<file path="src/hdl/ncrp_pkg.sv">
package ncrp_pkg;

  localparam logic [7:0] CH_ZERO  = 8'd48;
  localparam logic [7:0] CH_NINE  = 8'd57;
  localparam logic [7:0] CH_SPACE = 8'd32;
  localparam logic [7:0] CH_DOT   = 8'd46;
  localparam logic [7:0] CH_NUL   = 8'd0;

  localparam int unsigned POS_W = 6;
  localparam logic [POS_W-1:0] MAX_CHARS = 6'd43;

  localparam logic [2:0] COMMAND_DIGITS = 3'd3;
  localparam logic [2:0] DIGIT_CNT_SAT  = 3'd7;

  localparam logic [9:0] CMD_SET_MOVE = 10'd1;

  localparam logic [1:0] TOK_COMMAND = 2'd0;
  localparam logic [1:0] TOK_PARAM   = 2'd1;
  localparam logic [1:0] TOK_LATER   = 2'd2;

  typedef struct packed {
    logic [7:0] char_byte;
    logic       end_of_request;
  } req_item_t;

  typedef struct packed {
    logic        command_code;
    logic        param_present;
    logic [31:0] param_value;
  } rsp_item_t;

endpackage

</file>
<file path="src/hdl/ncrp_req_if.sv">
interface ncrp_req_if;
  import ncrp_pkg::*;

  logic      valid;
  logic      ready;
  req_item_t payload;

  modport source (output valid, output payload, input ready);
  modport sink (input valid, input payload, output ready);
endinterface

</file>
<file path="src/hdl/ncrp_rsp_if.sv">
interface ncrp_rsp_if;
  import ncrp_pkg::*;

  logic      valid;
  logic      ready;
  rsp_item_t payload;

  modport source (output valid, output payload, input ready);
  modport sink (input valid, input payload, output ready);
endinterface

</file>
<file path="src/hdl/numeric_command_request_parser.sv">
// Parses a text request arriving one byte per item on req; the item flagged end_of_request
// produces one result on rsp by way of the input register and then the result register. A byte
// can be taken every cycle: each byte is held in an input register, and the parse state plus
// the result register update from it (digit checks and a times-ten accumulate on the
// 32-bit parameter). The only stall is when the registered byte closes a request while the
// previous result has not yet been taken on rsp. After each result the parser is back in its
// reset state, ready for the next request.
module numeric_command_request_parser (
  input logic        clk,
  input logic        rst,
  ncrp_req_if.sink   req,
  ncrp_rsp_if.source rsp
);
  import ncrp_pkg::*;

  // input register
  logic       s1_valid;
  logic [7:0] char_q;
  logic       last_q;

  // parse state
  logic [POS_W-1:0] byte_position, byte_position_next;
  logic             request_ended, request_ended_next;
  logic [1:0]       token_number, token_number_next;
  logic [9:0]       command_value, command_value_next;
  logic [2:0]       command_digit_count, command_digit_count_next;
  logic             format_error, format_error_next;
  logic             prev_was_separator, prev_was_separator_next;
  logic             dot_in_token, dot_in_token_next;
  logic [31:0]      param_accumulator, param_accumulator_next;
  logic             param_had_dot, param_had_dot_next;

  // result register
  logic      out_valid;
  rsp_item_t out_item, out_item_next;

  logic        advance;
  logic        take;
  logic        first;
  logic [3:0]  digit;
  logic [13:0] cmd_mul;
  logic [35:0] acc_mul;
  logic        req_ok;
  logic        code;
  logic        present;

  // a flagged byte needs a free result slot; other bytes never wait
  assign advance   = s1_valid && (!last_q || !out_valid || rsp.ready);
  assign req.ready = !s1_valid || advance;

  assign take  = !request_ended && (byte_position < MAX_CHARS);
  assign first = (byte_position == '0);
  assign digit = 4'(char_q - CH_ZERO);

  assign cmd_mul = 14'({command_value, 3'b000}) + 14'({command_value, 1'b0}) + 14'(digit);
  assign acc_mul = 36'({param_accumulator, 3'b000}) + 36'({param_accumulator, 1'b0})
                 + 36'(digit);

  always_comb begin
    byte_position_next       = byte_position;
    request_ended_next       = request_ended;
    token_number_next        = token_number;
    command_value_next       = command_value;
    command_digit_count_next = command_digit_count;
    format_error_next        = format_error;
    prev_was_separator_next  = prev_was_separator;
    dot_in_token_next        = dot_in_token;
    param_accumulator_next   = param_accumulator;
    param_had_dot_next       = param_had_dot;
    out_item_next            = out_item;
    req_ok                   = 1'b0;
    code                     = 1'b0;
    present                  = 1'b0;

    if (advance && take) begin
      if (char_q == CH_NUL) begin
        request_ended_next = 1'b1;
      end else begin
        byte_position_next = byte_position + 1'b1;
        if (char_q inside {[CH_ZERO:CH_NINE]}) begin
          prev_was_separator_next = 1'b0;
          if (token_number == TOK_COMMAND) begin
            if (command_digit_count < COMMAND_DIGITS) begin
              command_value_next = 10'(cmd_mul);
            end
            if (command_digit_count < DIGIT_CNT_SAT) begin
              command_digit_count_next = command_digit_count + 1'b1;
            end
          end else if (token_number == TOK_PARAM) begin
            // saturate at all ones on overflow
            param_accumulator_next = (acc_mul[35:32] != '0) ? '1 : acc_mul[31:0];
          end
        end else if (char_q == CH_SPACE) begin
          if (first || prev_was_separator) begin
            format_error_next = 1'b1;
          end
          prev_was_separator_next = 1'b1;
          dot_in_token_next       = 1'b0;
          if (token_number < TOK_LATER) begin
            token_number_next = token_number + 1'b1;
          end
        end else if (char_q == CH_DOT) begin
          if (first || prev_was_separator || dot_in_token || token_number == TOK_COMMAND) begin
            format_error_next = 1'b1;
          end
          prev_was_separator_next = 1'b1;
          dot_in_token_next       = 1'b1;
          if (token_number == TOK_PARAM) begin
            param_had_dot_next = 1'b1;
          end
        end else begin
          format_error_next = 1'b1;
        end
      end
    end

    if (advance && last_q) begin
      req_ok = (byte_position_next != '0) && !format_error_next && !prev_was_separator_next
            && (command_digit_count_next != '0)
            && (command_digit_count_next <= COMMAND_DIGITS);
      code    = req_ok && (command_value_next == CMD_SET_MOVE);
      present = code && (token_number_next != TOK_COMMAND);
      out_item_next.command_code  = code;
      out_item_next.param_present = present;
      out_item_next.param_value   = (present && !param_had_dot_next) ? param_accumulator_next
                                                                     : '0;
      // back to idle for the next request
      byte_position_next       = '0;
      request_ended_next       = 1'b0;
      token_number_next        = TOK_COMMAND;
      command_value_next       = '0;
      command_digit_count_next = '0;
      format_error_next        = 1'b0;
      prev_was_separator_next  = 1'b0;
      dot_in_token_next        = 1'b0;
      param_accumulator_next   = '0;
      param_had_dot_next       = 1'b0;
    end
  end

  always_ff @(posedge clk) begin
    if (rst) begin
      s1_valid            <= 1'b0;
      out_valid           <= 1'b0;
      byte_position       <= '0;
      request_ended       <= 1'b0;
      token_number        <= TOK_COMMAND;
      command_value       <= '0;
      command_digit_count <= '0;
      format_error        <= 1'b0;
      prev_was_separator  <= 1'b0;
      dot_in_token        <= 1'b0;
      param_accumulator   <= '0;
      param_had_dot       <= 1'b0;
    end else begin
      if (req.valid && req.ready) begin
        s1_valid <= 1'b1;
      end else if (advance) begin
        s1_valid <= 1'b0;
      end
      if (advance && last_q) begin
        out_valid <= 1'b1;
      end else if (rsp.ready) begin
        out_valid <= 1'b0;
      end
      byte_position       <= byte_position_next;
      request_ended       <= request_ended_next;
      token_number        <= token_number_next;
      command_value       <= command_value_next;
      command_digit_count <= command_digit_count_next;
      format_error        <= format_error_next;
      prev_was_separator  <= prev_was_separator_next;
      dot_in_token        <= dot_in_token_next;
      param_accumulator   <= param_accumulator_next;
      param_had_dot       <= param_had_dot_next;
    end
  end

  always_ff @(posedge clk) begin
    if (req.valid && req.ready) begin
      char_q <= req.payload.char_byte;
      last_q <= req.payload.end_of_request;
    end
    out_item <= out_item_next;
  end

  assign rsp.valid   = out_valid;
  assign rsp.payload = out_item;

  a_present_needs_code: assert property (@(posedge clk) disable iff (rst)
    rsp.valid && !rsp.payload.command_code |-> !rsp.payload.param_present)
    else $error("parameter flagged without a recognized command");

  a_value_zero_when_absent: assert property (@(posedge clk) disable iff (rst)
    rsp.valid && !rsp.payload.param_present |-> rsp.payload.param_value == '0)
    else $error("parameter value nonzero with no parameter");

  a_last_gives_result: assert property (@(posedge clk) disable iff (rst)
    advance && last_q |=> out_valid && byte_position == '0 && !request_ended)
    else $error("flagged byte did not produce a result and clear the state");

  a_position_bounded: assert property (@(posedge clk) disable iff (rst)
    byte_position <= MAX_CHARS)
    else $error("byte position ran past the character limit");

endmodule

</file>
<file path="src/flat_wrapper.sv">
// flat-port wrapper written by rule: the top's interface ports become plain ports
module numeric_command_request_parser_flat import ncrp_pkg::*;
  (clk, rst, req_valid, req_payload, req_ready, rsp_valid, rsp_payload, rsp_ready);
  ncrp_req_if req_i ();
  ncrp_rsp_if rsp_i ();
  input logic clk;
  input logic rst;
  input wire logic [$bits(req_i.valid)-1:0] req_valid;
  input wire logic [$bits(req_i.payload)-1:0] req_payload;
  output wire logic [$bits(req_i.ready)-1:0] req_ready;
  output wire logic [$bits(rsp_i.valid)-1:0] rsp_valid;
  output wire logic [$bits(rsp_i.payload)-1:0] rsp_payload;
  input wire logic [$bits(rsp_i.ready)-1:0] rsp_ready;
  assign req_i.valid = req_valid;
  assign req_i.payload = req_payload;
  assign req_ready = req_i.ready;
  assign rsp_valid = rsp_i.valid;
  assign rsp_payload = rsp_i.payload;
  assign rsp_i.ready = rsp_ready;
  numeric_command_request_parser u_core (.clk(clk), .rst(rst), .req(req_i), .rsp(rsp_i));
endmodule
</file>
<file path="config.mk">
export PLATFORM = sky130hd
export DESIGN_NAME = numeric_command_request_parser_flat
export DESIGN_NICKNAME = d
export VERILOG_FILES = /design/src/hdl/ncrp_pkg.sv /design/src/hdl/ncrp_req_if.sv /design/src/hdl/ncrp_rsp_if.sv /design/src/hdl/numeric_command_request_parser.sv /design/src/flat_wrapper.sv
export SDC_FILE = /design/constraint.sdc
export NUM_CORES = 1
export LEC_CHECK = 0
export BUFFER_PORTS_ARGS = -buffer_cell sky130_fd_sc_hd__buf_2
export CORE_UTILIZATION = 30
export DETAILED_ROUTE_END_ITERATION = 6
export GPL_TIMING_DRIVEN = 0
export PLACE_DENSITY = 0.46
export SLEW_MARGIN = 20
export SYNTH_ARGS = -nofsm -noshare
export SYNTH_HDL_FRONTEND = slang
export SYNTH_SLANG_ARGS = --single-unit
</file>
<file path="constraint.sdc">
create_clock -name clk -period 4.42 [get_ports clk]
set_clock_uncertainty 0.05 [all_clocks]
set_input_delay 0.884 -clock clk [delete_from_list [all_inputs] [get_ports clk]]
set_output_delay 0.884 -clock clk [all_outputs]
set_load 0.01 [all_outputs]
</file>
## Yosys cells after proc, flatten, opt, wreduce, memory -nomap -nowiden

Index checks and enable logic that the tools add are counted.

- Reductions and logical operators: 39
- Bitwise gates (word level): 2
- Mux-type cells: 47
- Equal/unequal tests: 4
- Add/subtract/negate cells: 8
- Order comparisons: 7

Operator list:

| cell | count |
|---|---|
| 32-bit 2-to-1 mux | 6 |
| 10-bit 2-to-1 mux | 5 |
| 35-bit by 33-bit adder with 36-bit output | 1 |
| 36-bit by 4-bit adder with 36-bit output | 1 |
| 1-bit 2-to-1 mux | 24 |
| 8-bit by 6-bit equality test with 1-bit output, second input constant | 2 |
| 3-bit 2-to-1 mux | 5 |
| 1-bit logical AND | 13 |
| 6-bit 2-to-1 mux | 2 |
| 10-bit adder | 1 |
| 10-bit by 4-bit adder with 10-bit output | 1 |
| 10-bit by 1-bit equality test with 1-bit output, second input constant | 1 |
| 2-bit 2-to-1 mux | 5 |
| 8-bit by 6-bit >= comparator with 1-bit output, second input constant | 1 |
| 8-bit by 6-bit <= comparator with 1-bit output, second input constant | 1 |
| 8-bit logical NOT | 1 |
| 2-bit nonzero test | 4 |
| 1-bit logical NOT | 7 |
| 6-bit by 1-bit adder with 6-bit output, second input constant | 1 |
| 6-bit logical NOT | 1 |
| 1-bit logical OR | 6 |
| 6-bit less-than comparator, second input constant | 1 |
| 6-bit nonzero test | 1 |
| 4-bit AND reduction | 1 |
| other kinds (14) | 15 |

- Logic and storage cells: 124
- Output and inout bits: 36
- Register bits: 103
- Bits of input ports: 13

## Depth between registers and ports, before layout

Gate-level depths: netlist of run 1.

- Depth after elaboration: 18
- Depth in mapped cells: 15
- Gate-level depth less buffers: 13

## Worst setup path after synthesis of run 1

OpenSTA, ideal clock, no wires.

- Path kind: register -> register
- From: register u_core.char_q[3]
- To: register u_core.out_item (netlist bit u_core.rsp.payload[10]), data pin
- Arrival: 3.792 ns
- Stages on the path, launching flop included: 15
- Path buffers: 2
- Setup time: 0.258 ns
- Path slack: 0.320 ns
- Clock period less this slack: 4.100 ns
- Data required time: 4.112 ns
- Cells stage by stage: edfxtp_1 -> fa_1 -> inv_1 -> fa_1 -> nand2b_1 -> a21oi_1 -> o211ai_1 -> a31o_2 -> a211oi_1 -> o21ai_0 -> a211o_1 -> a2111o_1 -> clkbuf_1 -> clkbuf_1 -> o221a_2

- Longest elaborated chain between the ends: 14
- Elaborated cells between the ends (all ways): 60
- Classes of those cells: 3 x add/sub; 3 x order compare; 3 x eq/ne; 35 x mux; 16 x reduce/logical

Ends and longest elaborated chain:

| what | line | RTL |
|---|---|---|
| start: declaration | numeric_command_request_parser.sv:18 | `logic [7:0] char_q;` |
| start signal: assignment | numeric_command_request_parser.sv:181 | `char_q <= req.payload.char_byte;` |
| branches (longest 14 deep; another with 36-bit by 4-bit adder with 36-bit output) | n/a |  |
| end signal: assignment | numeric_command_request_parser.sv:184 | `out_item <= out_item_next;` |
| end: declaration | numeric_command_request_parser.sv:35 | `rsp_item_t out_item, out_item_next;` |

Several ways; the timed one is not identified.
A chain may end at the register's enable or synchronous reset.

## Final worst setup path of run 1

- From: register u_core.char_q[3]
- To: register u_core.out_item (netlist bit u_core.rsp.payload[0]), data pin

Same word-level chain as after synthesis.

==> run metrics, run 1 <==
clock network fraction of total power 44.1%; final worst path period share 97.0%; Worst setup EP type register; register share of total power 51.5%; GPL Wtd Cong 0.839; GRT Total Usage 15.7%; pin count of the biggest net entering global routing 20; CORE AREA 0.0228 mm^2; synthesized area 0.00700 mm^2; VDD IR max 0.141 mV; P_sw 0.480 mW; Leak 3.46 nW; flops & latches, synth roughly 100; sequential area share after synthesis 35.6%; Die W 155 um; CTS tree yes; Synth area leader edfxtp_1; Net Count, Synth 830; Initial Util 30.7%; router iterations before antenna repair 5; status complete, no violations; drt initial violations approximately 320; CTS Buffer Depth 2; CTS sink count ~100; die area 0.0240 mm^2; setup_tns 0 ns; number of global-route vias before repair 5485; synth warn 0; # DRC 0; EDFF count, synth 43; final wirelength roughly 19000 um; Final Slew Violations 0; Final Util 36.0%; Clk Latency, worst-skew pair 0.36 ns; cell count after synthesis 730; Final Power 1.97 mW; Fin. Hold Viols 0; H-Tree Depth 3; asr flop ratio synth 0%; layout cell share with drive strength beyond 1 between 20% and 30%; Chip Height about 150 um; Root Driver clkbuf_16; PortBufs 48; vias per cell 5.05; Startpoint Class register; CP required about 4.5 ns; # IOs 49; Routed Antenna Nets 0; dpl hpwl 13900 um; Post-synth top flop dfxtp_1; worst path arrival time 4.36 ns; R2R setup slack 0.13 ns; clk slew on worst S/H paths 0.08 ns; floorplan row count 55; vias 5637; ANT cells 0; Logic pwr share between 4 and 5%; switching share of power about a quarter; internal power consumption 1.49 mW; first-pass GRT wire length 29400 um; P per Cell Area 241 mW/mm^2; count of cell types in the netlist 63; Num CTS Buffers 9; Remaining Overflow, GRT 0; Hold Path Class reg2reg; RSZ-0062 raised after global routing false; share of the synthesized area in the top cell type 18.4%; drt wl/cell 16.6 um; final setup violating endpoints 0; Tmin final 4.29 ns; Layout area overhead 17.0%; critical path class reg2reg; Area contributors post-synth edfxtp_1 (18%), dfxtp_1 (17%), ha_1 (15%); Slew headroom between 40% and 50%; Worst Tran Pin Value about 0.81 ns; Final nets 898; max_cap viols 0; Max Fclk 233 MHz; Post-Syn Area per Cell 9.59 um^2; initial antenna violation count 0; worst-path fanout max 5
[metrics by stage]
stage | hold slack, ns | area, um^2 | std cells | worst slack, ns
6_report | 0.414 | 8200 | 1116 | 0.131
5_1_grt | 0.452 | 8200 | 1116 | 0.0358
4_1_cts | 0.409 | 8040 | 1109 | -0.0328
3_5_place_dp | 0.391 | 7680 | 1092 | -0.475
3_3_place_gp | 0.385 | 7630 | 1091 | -0.866
2_1_floorplan | 0.370 | 7000 | 730 | 0.320
[worst max-delay path, cell delays in order, from the launching register on]
cell,delay (ns)
edfxtp_1,0.43
fa_1,0.56
inv_1,0.07
fa_2,0.40
nand2b_4,0.17
a21oi_4,0.17
o211ai_1,0.21
a31o_2,0.34
a211oi_4,0.27
o21ai_1,0.10
a211o_1,0.33
a2111o_2,0.47
clkbuf_16,0.21
o221a_2,0.25
[cells by family (layout without fill, tap and decap cells)]
group / after synthesis / in the layout / share of synthesized area [%]
compound gates: 240 / 241 / 24.6
xor+xnor: 41 / 41 / 5.13
fa+ha+maj: 87 / 87 / 16.0
buf+inv: 61 / 133 / 4.07
flops: 103 / 103 / 35.6
mux: 11 / 11 / 1.66
simple gates: 187 / 187 / 13.0
[Yosys cell counts (5+ instances only)]
| cell | count |
|---|---|
| a21o_1 | 10 |
| o21a_1 | 6 |
| nor3_1 | 13 |
| o221a_1 | 6 |
| xnor2_1 | 21 |
| nand2_1 | 47 |
| nor2_1 | 62 |
| dfxtp_1 | 60 |
| a31oi_1 | 9 |
| xor2_1 | 20 |
| and2_1 | 5 |
| nand3_1 | 11 |
| a211oi_1 | 7 |
| o221a_2 | 29 |
| o21ai_0 | 53 |
| o31ai_1 | 5 |
| mux2i_1 | 9 |
| edfxtp_1 | 43 |
| nand4_1 | 12 |
| nand2b_1 | 9 |
| ha_1 | 83 |
| or3_1 | 5 |
| inv_1 | 29 |
| a21oi_1 | 66 |
| o21ba_2 | 25 |
| nor2b_1 | 5 |
| clkbuf_1 | 26 |
[routing by layer]
layer	vias up	global-route usage, %	wire length [um]
met5	-	0	0
met4	0	3.82	159
met3	12	2.07	361
met2	72	25.7	8510
met1	2683	21.8	9480
li1	2870	-	-
[final timing paths]
path                                   start                                   to  depth (start not counted)
max               u_core.char_q[3]$_DFFE_PP_  u_core.rsp.payload[0]$_SDFFCE_PN0P_                         13
min          u_core.param_had_dot$_SDFF_PP0_      u_core.param_had_dot$_SDFF_PP0_                          2
max reg2reg       u_core.char_q[3]$_DFFE_PP_  u_core.rsp.payload[0]$_SDFFCE_PN0P_                         13
min reg2reg  u_core.param_had_dot$_SDFF_PP0_      u_core.param_had_dot$_SDFF_PP0_                          2
[power by group through the flow]
stage | clock (mW) | combinational, mW | sequential [mW]
2_1_floorplan | 0 | 0.0401 | 1.04
3_3_place_gp | 0 | 0.0820 | 1.04
3_5_place_dp | 0 | 0.0850 | 1.04
4_1_cts | 0.903 | 0.0864 | 1.02
5_1_grt | 0.937 | 0.0953 | 1.02
6_report | 0.871 | 0.0857 | 1.02
[flip-flops by register name, indices dropped and copies added, names as in the netlist, 2 cells and up]
signal                      count
u_core.byte_position            6
u_core.token_number             2
u_core.command_value           10
u_core.rsp.payload             34
u_core.char_q                   8
u_core.param_accumulator       32
u_core.command_digit_count      3
[cells in the final DEF (no fill, tap or decap), types with 4 or more instances in the layout]
master     count
mux2i_1        9
nor3_1        13
o31ai_1        5
edfxtp_1      43
nand3_1       11
buf_6          6
clkbuf_16     10
buf_8          4
dfxtp_1       59
buf_2         50
a21oi_1       64
xnor2_1       21
clkbuf_1      19
or3_1          5
o221a_1        6
nand4_1       12
nor2_1        61
o21ba_2       25
nand2b_1       8
a211oi_1       6
xor2_1        20
a21o_1        10
a31oi_1        7
o21a_1         6
o21ai_0       52
nor2b_1        5
ha_1          83
o221a_2       29
inv_1         29
nand2_1       47
buf_4          5
and2_1         5
[repair_timing]
action,4_1_cts,5_1_grt
buffers inserted,1,4
endpoints found under the setup margin,60,64
resized for setup,15,21
hold buffers,0,0
pin swaps,1,8
cloned,0,4
[layout make-up]
class	count	area, um^2
flip-flops and latches	103	2490
multi-input cells	567	4340
plain buffers	31	209
fillers	2379	14600
repair buffers	57	340
inverters	29	109
clock buffers	9	225
well taps	313	392
clock inverters	7	86.3
No activity file was read; power rests on OpenSTA's default activity.
==> inputs of run 2 (changes only) <==
Settings changed: CELL_PAD_IN_SITES_DETAIL_PLACEMENT set to 0, CELL_PAD_IN_SITES_GLOBAL_PLACEMENT set to 2, PLACE_DENSITY 0.46 to 0.66.
==> run 2 against run 1 <==
Effect of this change:
- global-route usage increased by 0.67 points
- first-iteration DRC count shrank 1.6%
- hold slack gained 0.0098 ns
- critical endpoint is now u_core.rsp.payload[3]$_SDFFCE_PN0P_
- largest cell class unchanged
==> run metrics, run 2 (synthesized netlist as in run 1, its figures left out) <==
drt wl/cell 17.2 um; CORE AREA about 0.023 mm^2; P per Cell Area 242 mW/mm^2; dpl cell area around 0.0077 mm^2; Worst setup EP type register; floorplan row count 55; # IOs 49; commonest non-fill, non-tap cells in the layout ha_1 (83), a21oi_1 (65), nor2_1 (61); vias 5762; Hold-fix buffers, CTS 0; post-route cell area 0.00810 mm^2; critical path class reg2reg; Leak 3.41 nW; Num CTS Buffers 9; number of global-route vias before repair about 5700; CTS sink count 103; clk slew on worst S/H paths 0.08 ns; initial antenna violation count 0; Chip Height roughly 150 um; vias per cell 5.19; Startpoint Class register; Slew headroom between 40% and 50%; final worst path period share 96.7%; multi-input combinational cell area 0.00430 mm^2; worst path arrival time 4.35 ns; GRT Total Usage 16.4%; Final nets 893; Storage cell area 0.00249 mm^2; final wirelength 19100 um; # DRC 0; max_cap viols 0; Remaining Overflow, GRT 0; Hold Slack 0.423 ns; worst-path fanout max 10; status complete, no violations; dpl hpwl 14300 um; CP required approximately 4.5 ns; drt initial violations 313; Final Util between 30% and 40%; Routed Antenna Nets 0; Final Slew Violations 0; CTS tree yes; Initial Util a little under a third; layout cell share with drive strength beyond 1 19.8%; Die W ~150 um; Tmin final 4.27 ns; Fin. Hold Viols 0; PortBufs 48; most common cell after layout, fill and taps aside ha_1; VDD IR max 0.143 mV; RSZ-0062 raised after global routing false; ANT cells 0; die area 0.0240 mm^2; first-pass GRT wire length 30500 um; router iterations before antenna repair 4; GPL Wtd Cong 0.861; H-Tree Depth 3; pin count of the biggest net entering global routing 26; Hold Path Class reg2reg; Clk Latency, worst-skew pair between 0.3 and 0.4 ns; Max Fclk approximately 230 MHz; flip-flop count of the largest register after layout 34; final setup violating endpoints 0; CTS Buffer Depth 2; Worst Tran Pin Value 0.784 ns; Layout area overhead 15.7%; Root Driver clkbuf_16; fillcell total around 2300
==> run 2: area by class of cell <==
cell class	instances	share of cell area, %
Buffer	31	2.58
Clock buffer	9	2.78
Clock inverter	7	0.989
Inverter	29	1.34
Multi-Input combinational cell	566	53.1
Sequential cell	103	30.8
Tap cell	313	4.83
Timing Repair Buffer	53	3.63
==> run 2: final timing paths <==
path                                   start                                  end  slack (ns)  depth (start not counted)
max               u_core.char_q[3]$_DFFE_PP_  u_core.rsp.payload[3]$_SDFFCE_PN0P_        0.15                         12
min          u_core.param_had_dot$_SDFF_PP0_      u_core.param_had_dot$_SDFF_PP0_        0.42                          2
max reg2reg       u_core.char_q[3]$_DFFE_PP_  u_core.rsp.payload[3]$_SDFFCE_PN0P_        0.15                         12
min reg2reg  u_core.param_had_dot$_SDFF_PP0_      u_core.param_had_dot$_SDFF_PP0_        0.42                          2
==> run 2: power breakdown <==
| group | internal [mW] | total (mW) | switching (mW) |
|---|---|---|---|
| Clock | 0.449 | 0.859 | 0.410 |
| Combinational | 0.0311 | 0.0876 | 0.0565 |
| Sequential | 1.01 | 1.02 | 0.0118 |
==> run 2: what timing repair did <==
| item | in CTS | in global routing |
|---|---|---|
| endpoints found under the setup margin | 64 | 57 |
| pin swaps | 1 | 6 |
| setup buffers | 1 | 2 |
| cloned | 0 | 1 |
| resized for setup | 17 | 18 |
==> run 2: worst max-delay path, stage by stage (launching register included) <==
cell	delay, ns
edfxtp_1	0.45
fa_1	0.49
ha_1	0.31
a21o_1	0.18
nand4_1	0.11
a21oi_1	0.13
o41ai_2	0.49
o2111ai_2	0.29
a311o_1	0.43
xor2_1	0.17
a2111o_2	0.48
buf_6	0.20
o221a_2	0.26
==> run 2: metrics by stage <==
step | setup WS, ns | power, mW | instances | setup TNS [ns]
floorplan | 0.320 | 1.08 | 730 | 0
global placement | -0.811 | 1.12 | 1091 | -47.81
detailed placement | -0.468 | 1.13 | 1092 | -20.70
CTS | 0.00864 | 1.99 | 1108 | 0
global route | 0.00612 | 2.03 | 1111 | 0
finish | 0.148 | 1.96 | 1111 | 0
==> run 2: layer usage <==
metal	GRT usage [%]	vias to the layer above	part of all wire, %
met5	0	-	0
met4	6.51	0	2.0
met3	1.93	25	3.4
met2	25.6	113	44
met1	22.9	2766	51
li1	-	2858	-
